`src/sv/bir_pkg.sv`:
```
package bir_pkg;

	localparam int MAX_SRC_HEIGHT = 256;
	localparam int MAX_SRC_WIDTH  = 256;
	localparam int FRAC_BITS      = 16;

	localparam int POS_W   = 12;
	localparam int PIX_W   = 8;
	localparam int SRC_W   = 9;
	localparam int DST_W   = 13;
	localparam int LIM_W   = 13;
	localparam int PADDR_W = 4;
	localparam int PDATA_W = 32;

	localparam int ROW_AW   = $clog2(MAX_SRC_HEIGHT);
	localparam int COL_AW   = $clog2(MAX_SRC_WIDTH);
	localparam int FS_DEPTH = MAX_SRC_HEIGHT * MAX_SRC_WIDTH;
	localparam int FS_AW    = $clog2(FS_DEPTH);

	localparam int MUL_W     = POS_W + 1 + SRC_W;
	localparam int NUM_W     = MUL_W + FRAC_BITS - 1;
	localparam int DIVN_W    = NUM_W + (NUM_W % 2);
	localparam int DIV_STEPS = DIVN_W / 2;
	localparam int DCNT_W    = $clog2(DIV_STEPS + 1);
	localparam int S_W       = DIVN_W + 1;
	localparam int FL_W      = S_W - FRAC_BITS;
	localparam int WGT_W     = FRAC_BITS + 1;
	localparam int WP_W      = 2 * WGT_W;
	localparam int ACC_W     = WP_W + PIX_W;

	localparam logic ACT_LOAD    = 1'b0;
	localparam logic ACT_COMPUTE = 1'b1;

	typedef enum logic [1:0] {
		REG_SRC_HEIGHT = 2'd0,
		REG_SRC_WIDTH  = 2'd1,
		REG_DST_HEIGHT = 2'd2,
		REG_DST_WIDTH  = 2'd3
	} reg_idx_t;

	typedef enum logic [6:0] {
		ST_IDLE = 7'b0000001,
		ST_MUL  = 7'b0000010,
		ST_DIV  = 7'b0000100,
		ST_MAP  = 7'b0001000,
		ST_EDGE = 7'b0010000,
		ST_READ = 7'b0100000,
		ST_OUT  = 7'b1000000
	} state_t;

endpackage

```
`src/sv/bir_div.sv`:
```
module bir_div
	import bir_pkg::*;
(
	input  logic              clk,
	input  logic              arst_n,
	input  logic              load,
	input  logic [DIVN_W-1:0] dividend,
	input  logic [DST_W-1:0]  divisor,
	output logic              busy,
	output logic [DIVN_W-1:0] quotient
);

	logic [DCNT_W-1:0] cnt_q;
	logic [DIVN_W-1:0] n_q;
	logic [DST_W-1:0]  rem_q;
	logic [DST_W-1:0]  d_q;

	logic [DIVN_W-1:0] n_nxt;
	logic [DST_W-1:0]  r_nxt;
	logic [DST_W:0]    r2;
	logic              ge;

	// two restoring steps per cycle
	always_comb begin
		n_nxt = n_q;
		r_nxt = rem_q;
		r2    = '0;
		ge    = 1'b0;
		for (int i = 0; i < 2; i++) begin
			r2 = {r_nxt, n_nxt[DIVN_W-1]};
			ge = (r2 >= {1'b0, d_q});
			if (ge) begin
				r2 = r2 - {1'b0, d_q};
			end
			r_nxt = r2[DST_W-1:0];
			n_nxt = {n_nxt[DIVN_W-2:0], ge};
		end
	end

	always_ff @(posedge clk or negedge arst_n) begin
		if (!arst_n) begin
			cnt_q <= '0;
		end else if (load) begin
			cnt_q <= DCNT_W'(DIV_STEPS);
		end else if (cnt_q != '0) begin
			cnt_q <= cnt_q - 1'b1;
		end
	end

	always_ff @(posedge clk) begin
		if (load) begin
			n_q   <= dividend;
			rem_q <= '0;
			d_q   <= divisor;
		end else if (cnt_q != '0) begin
			n_q   <= n_nxt;
			rem_q <= r_nxt;
		end
	end

	assign busy     = (cnt_q != '0);
	assign quotient = n_q;

endmodule

```
`config.mk`:
```
export PLATFORM = sky130hd
export DESIGN_NAME = bir_div
export DESIGN_NICKNAME = d
export VERILOG_FILES = /design/src/sv/bir_pkg.sv /design/src/sv/bir_div.sv
export SDC_FILE = /design/constraint.sdc
export NUM_CORES = 1
export LEC_CHECK = 0
export BUFFER_PORTS_ARGS = -buffer_cell sky130_fd_sc_hd__clkbuf_2
export CAP_MARGIN = 15
export CORE_MARGIN = 4
export CORE_UTILIZATION = 51
export CTS_BUF_LIST = sky130_fd_sc_hd__clkbuf_16
export DETAILED_ROUTE_END_ITERATION = 7
export PLACE_DENSITY_LB_ADDON = 0.15
export SKIP_LAST_GASP = 1
export SYNTH_ARGS = -nofsm -noshare
export SYNTH_HDL_FRONTEND = slang
export SYNTH_SLANG_ARGS = --single-unit
```
`constraint.sdc`:
```
create_clock -name clk -period 11.9 [get_ports clk]
set_clock_uncertainty 0.05 [all_clocks]
set_input_delay 2.38 -clock clk [delete_from_list [all_inputs] [get_ports clk]]
set_output_delay 2.38 -clock clk [all_outputs]
set_load 0.02 [all_outputs]
```
After elaboration in Yosys (flattened, before gate mapping)
Cells that the tools add are included.
- bits in registers: 69
- bits of input ports: 54
- output and inout bits: 39
- $add $sub $neg: 3
- $lt $le $gt $ge: 2
- multiplexer cells: 6
- reduce and logical (&&, ||, !) cells: 2
- operators with widths (kind ; count):
    38-bit 2-to-1 mux ; 2
    14-bit by 13-bit >= comparator with 1-bit output ; 2
    13-bit 2-to-1 mux ; 2
    13-bit subtractor ; 2
    5-bit 2-to-1 mux ; 2
    5-bit nonzero test ; 1
    5-bit by 1-bit subtractor with 5-bit output (second input constant) ; 1
    2-bit nonzero test ; 1

Longest topological paths before layout
Gate-level depths: netlist (run 1).
- depth after elaboration: 5
- depth in mapped cells: 22
- depth with buffers taken out: 20

Worst setup path after synthesis (run 1)
Ideal clock, no wire load.
- kind: register to register
- start: register n_q[37], in the netlist quotient[37]
- end: register rem_q[0]
- setup time: 0.080 ns
- arrival: 4.544 ns
- data required time: 11.770 ns
- path slack: 7.226 ns
- stages on the path, launching flop included: 23
- path through: edfxtp_1 inv_1 ha_1 inv_1 fa_1 nand3_1 a21oi_2 o41a_4 o21a_1 buf_2 buf_6 a21oi_1 inv_1 fa_1 nand2b_1 a211oi_1 o41ai_1 a31oi_1 o22ai_1 o211a_1 buf_6 mux2_4 a211oi_2
- longest elaborated chain between the ends: 4
- elaborated cells on any way between the ends: 5
- classes of those cells: add/sub: 1; order compare: 2; mux: 2
- RTL lines (item ; RTL line ; text):
    start, declared ; bir_div.sv:14 ; logic [DIVN_W-1:0] n_q;
    start signal, assigned ; bir_div.sv:52 ; n_q <= dividend;
    start signal, assigned ; bir_div.sv:56 ; n_q <= n_nxt;
    13-bit subtractor or 14-bit by 13-bit >= comparator with 1-bit output (tied branches) ; bir_div.sv:33, bir_div.sv:31 ;
    13-bit 2-to-1 mux (*) ; bir_div.sv:32 ; if (ge) begin
    14-bit by 13-bit >= comparator with 1-bit output (*) ; bir_div.sv:31 ; ge = (r2 >= {1'b0, d_q});
    13-bit 2-to-1 mux (*) ; bir_div.sv:32 ;
    end signal, assigned ; bir_div.sv:57 ; rem_q <= r_nxt;
    end, declared ; bir_div.sv:15 ; logic [DST_W-1:0] rem_q;
Every way passes the cells marked *; elsewhere a longest branch is shown, timed or not.
A chain may end at the register's enable or synchronous reset.

Worst setup path in the final report (run 1)
Same ends and word-level chain as after synthesis.

==> results of run 1 <==
[synth_stat cells, types with 4 or more instances]
master | number | area share
dfxtp_1 | 13 | 0.061
xor2_1 | 9 | 0.019
inv_1 | 21 | 0.019
nand4_1 | 4 | 0.0059
o21a_1 | 6 | 0.011
a211oi_1 | 7 | 0.012
a21o_1 | 4 | 0.0071
ha_1 | 28 | 0.082
xnor2_1 | 13 | 0.027
nor2_1 | 32 | 0.028
a21oi_1 | 26 | 0.031
mux2_2 | 42 | 0.11
nor2b_1 | 4 | 0.0059
dfrtp_1 | 5 | 0.029
nand2_1 | 29 | 0.026
nor3_1 | 11 | 0.013
edfxtp_1 | 51 | 0.36
nand2b_1 | 6 | 0.0088
clkbuf_1 | 7 | 0.0062
a311oi_2 | 7 | 0.025
o21ai_0 | 5 | 0.0059
[kinds of logic after synthesis]
logic type	Yosys count	synth area share
simple gates	97	0.106
flops	69	0.451
fa+ha+maj	30	0.0918
compound gates	79	0.151
mux	45	0.119
buf+inv	34	0.0356
xor+xnor	22	0.0453
[state kept, by name, summed over array words and instances (netlist names)]
name and cells:
d_q 13, rem_q 13, quotient 38, cnt_q 5
[per-stage QoR]
step | power, W | hold WS (ns) | cell area, um^2 | instances | utilization
5_1_grt | 0.00121 | 0.504 | 5100 | 578 | 0.624
4_1_cts | 0.00113 | 0.482 | 5100 | 578 | 0.624
3_5_place_dp | 0.000846 | 0.475 | 4790 | 563 | 0.586
2_1_floorplan | 0.000755 | 0.442 | 4250 | 376 | -
3_3_place_gp | 0.000838 | 0.465 | 4790 | 563 | 0.586
6_report | 0.00113 | 0.479 | 5100 | 578 | 0.624
[worst paths after layout]
path / from / to / slack (ns)
max: quotient[37] / rem_q[0] / 6.66
min: rem_q[4] / rem_q[4] / 0.48
max reg2reg: quotient[37] / rem_q[0] / 6.66
min reg2reg: rem_q[4] / rem_q[4] / 0.48
max in group asynchronous: arst_n / cnt_q[4] / 9.85
min in group asynchronous: arst_n / cnt_q[2] / 1.81
[worst max-delay path: cells and delay by family (launching register included)]
family                     cells  cell delay (ns)
AOI/OAI and AO/OA              9             2.64
adders and majority gates      3             0.90
muxes                          2             0.73
DFF                            1             0.40
and+or+nand+nor                2             0.29
buffers and inverters          2             0.12
[layout make-up]
type                       count  area (um^2)  share of cell area
clock buffer                   9          225              0.0441
clock inverter                 6         87.6              0.0172
inverter                      22         82.6              0.0162
multi-input combinational    273         2190               0.428
sequential                    69         1920               0.375
tap                          105          131              0.0257
timing repair buffer          94          475              0.0931
[power by group through the flow]
stage | logic (W) | clock network, W | registers [W]
6_report | 0.000522 | 0.000279 | 0.000324
5_1_grt | 0.000586 | 0.000298 | 0.000329
4_1_cts | 0.000522 | 0.000285 | 0.000324
3_5_place_dp | 0.000518 | 0 | 0.000328
3_3_place_gp | 0.000510 | 0 | 0.000328
2_1_floorplan | 0.000410 | 0 | 0.000346
[per-layer routing]
| metal | part of all wire | routed length, um | vias up | GRT usage |
|---|---|---|---|---|
| li1 | - | - | 1585 | - |
| met1 | 0.44 | 3900 | 1464 | 0.242 |
| met2 | 0.48 | 4240 | 95 | 0.310 |
| met3 | 0.069 | 610 | 10 | 0.0638 |
| met4 | 0.017 | 150 | 0 | 0.0735 |
| met5 | 0 | 0 | - | 0 |
==> run_results.csv, run 1 <==
group,metric,value,unit
power_and_ir_drop,p_seq_frac,0.288,
detailed_routing,detail_route.first_pass.iterations,4,
grt,grt_max_degree,71,
cells_and_area,n_fill_cell,680,
setup_path,reg2reg_depth,18,
setup_path,crit_slowest_cell,"o41ai_1",
synth,async_reset_ff_frac,0.0725,
cts,cts_resized,0,
cts,post_cts_buffers,0,
status,status,"finished, final reports clean",
cells_and_area,n_antenna_cell,0,
power_and_ir_drop,p_int,0.000714,W
cts,cts_hold_buffers,0,
cts,clk_latency,0.32,ns
timing,slew_viol_final,0,
detailed_routing,drt-vias-per-instance,5.46,
floorplanning,num_rows,33,
grt,grt.overflow.total,0,
synth,synth_area_per_cell,11.3,um^2
hold_path,holdPathStages,2,
synth,synth_cells,376,
synth,synth-seq-cells,69,
cts,cts_tree,"yes",
setup_path,cp_max_fo,18,
detailed_routing,drt_iter0_drc,139,
synth,synth_nets,460,
cts,clk_pin_slew,0.06,ns
timing,grt_setup_unrepaired,"false",
timing,setup-violations-final,0,
cts,cts_made_buffers,9,
timing,slew_headroom,0.400,
cells_and_area,layout_commonest_cell,"clkbuf_2",
synth,ys_seq_area_frac,0.451,
synth,netlist_area,0.00425,mm^2
power_and_ir_drop,pwr-share-clk,0.248,
grt,grt_pass1_wl,15300,um
synth,yosysUniqueCellTypes,54,
placed_design,dp_hpwl,6590,um
timing,worst_slew_pin_slew,0.900,ns
setup_path,crit_arrival,5.43,ns
power_and_ir_drop,switchingPower,0.000413,W
setup_path,criticalPathCategory,"flip-flop to flip-flop",
detailed_routing,drc_errors,0,
run,drv_cap,0,
setup_path,slowest_delay,0.53,ns
power_and_ir_drop,p_sw_frac,0.366,
floorplanning,die-area,0.00986,mm^2
detailed_routing,routed_wl,8900,um
cells_and_area,fin_nets,553,
cts,cts-root-buf,"clkbuf_16",
timing,tns,0,ns
floorplanning,initial_utilization,0.520,
power_and_ir_drop,ir_drop,0.0960,mV
floorplanning,fp.dieH,99.3,um
setup_path,crit_chain,"inv_1, ha_1, inv_1, fa_1, nand3_1, a21oi_2, o41a_4, o21a_1, mux2_2, ha_1, nand2b_1, a211oi_1, o41ai_1, a31oi_1, o22ai_1, o211a_1, mux2_4, a211oi_2",
placed_design,numPortBuffers,92,
cells_and_area,area_growth,20.1,%
grt,antenna_found_initial,0,
power_and_ir_drop,power_density,221,mW/mm^2
cts,ctsLongestPathBuffers,2,
detailed_routing,drtAntennaViolNets,0,
timing,hold_violations,0,
timing,max_clock_freq,191,MHz
synth,ys_warn_count,0,
cts,cts_max_level,3,
floorplanning,io_pins,93,
power_and_ir_drop,pwr-share-comb,0.464,
cells_and_area,final_cell_mix,"clkbuf_2 (91), edfxtp_1 (51), mux2_2 (42), nor2_1 (32), nand2_1 (29)",
timing,finalCriticalPeriod,5.24,ns
setup_path,start_kind,"flip-flop",
detailed_routing,vias,3154,
grt,grt_pass1_vias,3376,
hold_path,hold_path_class,"flip-flop to flip-flop",
synth,synth_edf_count,51,
cts,cts.sinks,69,
setup_path,required,12.09,ns
placed_design,pre_cts_ws,6.72,ns
grt,grt_use_total,0.193,
power_and_ir_drop,power.leakage,2.25,nW
cells_and_area,drive_gt1_frac,0.368,
floorplanning,core,0.00818,mm^2
detailed_routing,wl_per_cell,15.4,um
placed_design,gp_congestion,0.879,
timing,period_share,0.440,
setup_path,critPathCaptureType,"flip-flop",
timing,layout_setup_ws,6.66,ns
floorplanning,dieWidth,99.3,um
synth,synthFlopType,"edfxtp_1",
Note: power is estimated with default switching activity, not from simulation.
==> inputs of run 2 (changes only) <==
Settings changed: CORE_UTILIZATION 51 to 50.
Clock period 11.9 ns to 4.32 ns, I/O delays scaled along.
==> run 2 against run 1 <==
Against the previous run:
- sequential power grew to 2.8 times the previous value
- worst setup slack lost 6.5 ns
- clock-buffer cell count is the same
- register-to-register slack lost 6.5 ns
- maximum frequency grew 25%
- non-clock buffer count grew 26
- cell count grew 4.7%
- die area grew 1.8%
- worst hold slack lost 0.19 ns
- wire length grew 18%
- critical path depth is the same
- via count grew 5.8%
- highest routed layer unchanged
==> run_results.csv, run 2 (synthesized netlist as in run 1, its figures left out) <==
group,metric,value,unit
cells_and_area,area_growth,30.1,%
setup_path,cp_max_fo,7,
timing,worst_slew_pin_slew,0.925,ns
placed_design,dp_hpwl,7500,um
cts,clk_pin_slew,0.06,ns
timing,slew_viol_final,0,
setup_path,crit_slowest_cell,"edfxtp_1",
timing,holdWs,0.285,ns
setup_path,slowest_delay,0.38,ns
cts,cts_made_buffers,9,
grt,grt_pass1_vias,3424,
detailed_routing,routed_wl,10500,um
placed_design,gp_congestion,0.818,
cts,cts.sinks,69,
timing,setup-violations-final,0,
setup_path,reg2reg_from,"quotient[37]",
cts,cts-root-buf,"clkbuf_16",
detailed_routing,drt_iter0_drc,203,
grt,grt.overflow.total,0,
grt,antenna_found_initial,0,
detailed_routing,vias,3338,
setup_path,crit_buf_inv,3,
hold_path,hold_path_class,"primary input to async pin",
floorplanning,io_pins,93,
setup_path,crit_chain,"inv_1, ha_2, inv_2, fa_2, nand3_2, a21oi_2, o41a_4, o21a_4, mux2_4, ha_4, nand4_1, a211oi_4, o41ai_2, a31oi_1, o22ai_2, o211ai_4, buf_4, mux2_2",
power_and_ir_drop,power.leakage,2.40,nW
setup_path,cp_top_family,"compound AO/OA/AOI/OAI gates",
cells_and_area,n_antenna_cell,0,
timing,grt_setup_unrepaired,"true",
setup_path,crit_arrival,4.22,ns
cells_and_area,drive_gt1_frac,0.460,
cells_and_area,layout_commonest_cell,"clkbuf_2",
cells_and_area,n_fill_cell,649,
timing,hold_violations,0,
grt,grt_pass1_wl,16600,um
setup_path,required,4.35,ns
placed_design,dp_cells,578,
detailed_routing,detail_route.first_pass.iterations,4,
cells_and_area,final_cell_mix,"clkbuf_2 (92), edfxtp_1 (51), mux2_2 (41), nor2_1 (29), nand2_1 (28)",
cells_and_area,utilization,0.670,
setup_path,start_kind,"flip-flop",
cells_and_area,fin_nets,579,
setup_path,criticalPathCategory,"flip-flop to flip-flop",
status,status,"finished, final reports clean",
setup_path,critPathCaptureType,"flip-flop",
detailed_routing,drtAntennaViolNets,0,
setup_path,reg2reg_depth,18,
floorplanning,initial_utilization,0.515,
floorplanning,core,0.00826,mm^2
floorplanning,die-area,0.0100,mm^2
floorplanning,num_rows,33,
setup_path,reg2reg_slack,0.14,ns
setup_path,cp.depth,18,
run,drv_cap,0,
floorplanning,fp.dieH,100,um
power_and_ir_drop,ir_drop,0.304,mV
grt,grt_max_degree,70,
cts,clk_latency,0.34,ns
timing,finalCriticalPeriod,4.18,ns
cells_and_area,largest_register_ff_count,38,
detailed_routing,wl_per_cell,17.4,um
detailed_routing,drc_errors,0,
floorplanning,dieWidth,100,um
cts,cts_max_level,3,
cts,ctsLongestPathBuffers,2,
timing,slew_headroom,0.383,
timing,max_clock_freq,239,MHz
detailed_routing,drt-vias-per-instance,5.52,
cells_and_area,fin_cells,605,
timing,period_share,0.969,
placed_design,numPortBuffers,92,
grt,grt_use_total,0.211,
power_and_ir_drop,power_density,647,mW/mm^2
cts,cts_tree,"yes",
setup_path,reg2reg_to,"quotient[0]",
run 2: worst max path at each step:
stage | slack, ns | start | end
3_5_place_dp | -0.03 | quotient[37] | rem_q[4]
4_1_cts | 0.003 | quotient[37] | rem_q[9]
2_1_floorplan | -0.12 | quotient[37] | quotient[0]
3_3_place_gp | 0.07 | quotient[37] | rem_q[2]
5_1_grt | -0.08 | quotient[37] | rem_q[12]
6_report | 0.14 | quotient[37] | quotient[0]
run 2: layout make-up:
class / instances / area, um^2 / share of cell area
Clock inverter: 7 / 91.3 / 0.0165
Inverter: 22 / 82.6 / 0.0149
Multi-Input combinational cell: 273 / 2400 / 0.434
Sequential cell: 69 / 1920 / 0.346
Timing Repair Buffer: 120 / 682 / 0.123
Tap cell: 105 / 131 / 0.0237
Clock buffer: 9 / 225 / 0.0407
run 2: timing repair:
action | in CTS | in global routing
pin swaps | 1 | 18
endpoints found under the setup margin | 7 | 14
setup buffers | 1 | 10
hold buffers | 0 | 0
cloned | 0 | 0
resized for setup | 4 | 31
run 2: through the flow:
stage	power [W]	setup slack, ns	TNS, ns	cell area, um^2
floorplan	0.00213	-0.121	-0.240	4320
global placement	0.00247	0.0700	0	4960
detailed placement	0.00250	-0.0324	-0.0739	4960
CTS	0.00333	0.00349	0	5300
global route	0.00380	-0.0840	-0.621	5530
finish	0.00358	0.136	0	5530
run 2: per-layer routing:
| layer | global-route usage | vias to the layer above | wire [um] |
|---|---|---|---|
| met3 | 0.0528 | 11 | 679 |
| met4 | 0.0881 | 0 | 132 |
| met5 | 0 | - | 0 |
| li1 | - | 1628 | - |
| met2 | 0.338 | 102 | 5090 |
| met1 | 0.272 | 1597 | 4590 |
run 2: worst register-to-register path, cell delays in order, from the launching register on:
cell	delay [ns]
edfxtp_1	0.38
inv_1	0.07
ha_2	0.18
inv_2	0.04
fa_2	0.36
nand3_2	0.10
a21oi_2	0.07
o41a_4	0.36
o21a_4	0.24
mux2_4	0.34
ha_4	0.24
nand4_1	0.19
a211oi_4	0.06
o41ai_2	0.33
a31oi_1	0.15
o22ai_2	0.19
o211ai_4	0.16
buf_4	0.17
mux2_2	0.26
run 2: power by group:
part           switching [W]  leakage (nW)  internal, W
clock               0.000281         0.150     0.000502
combinational       0.000989          1.55     0.000912
sequential         0.0000684         0.697     0.000827
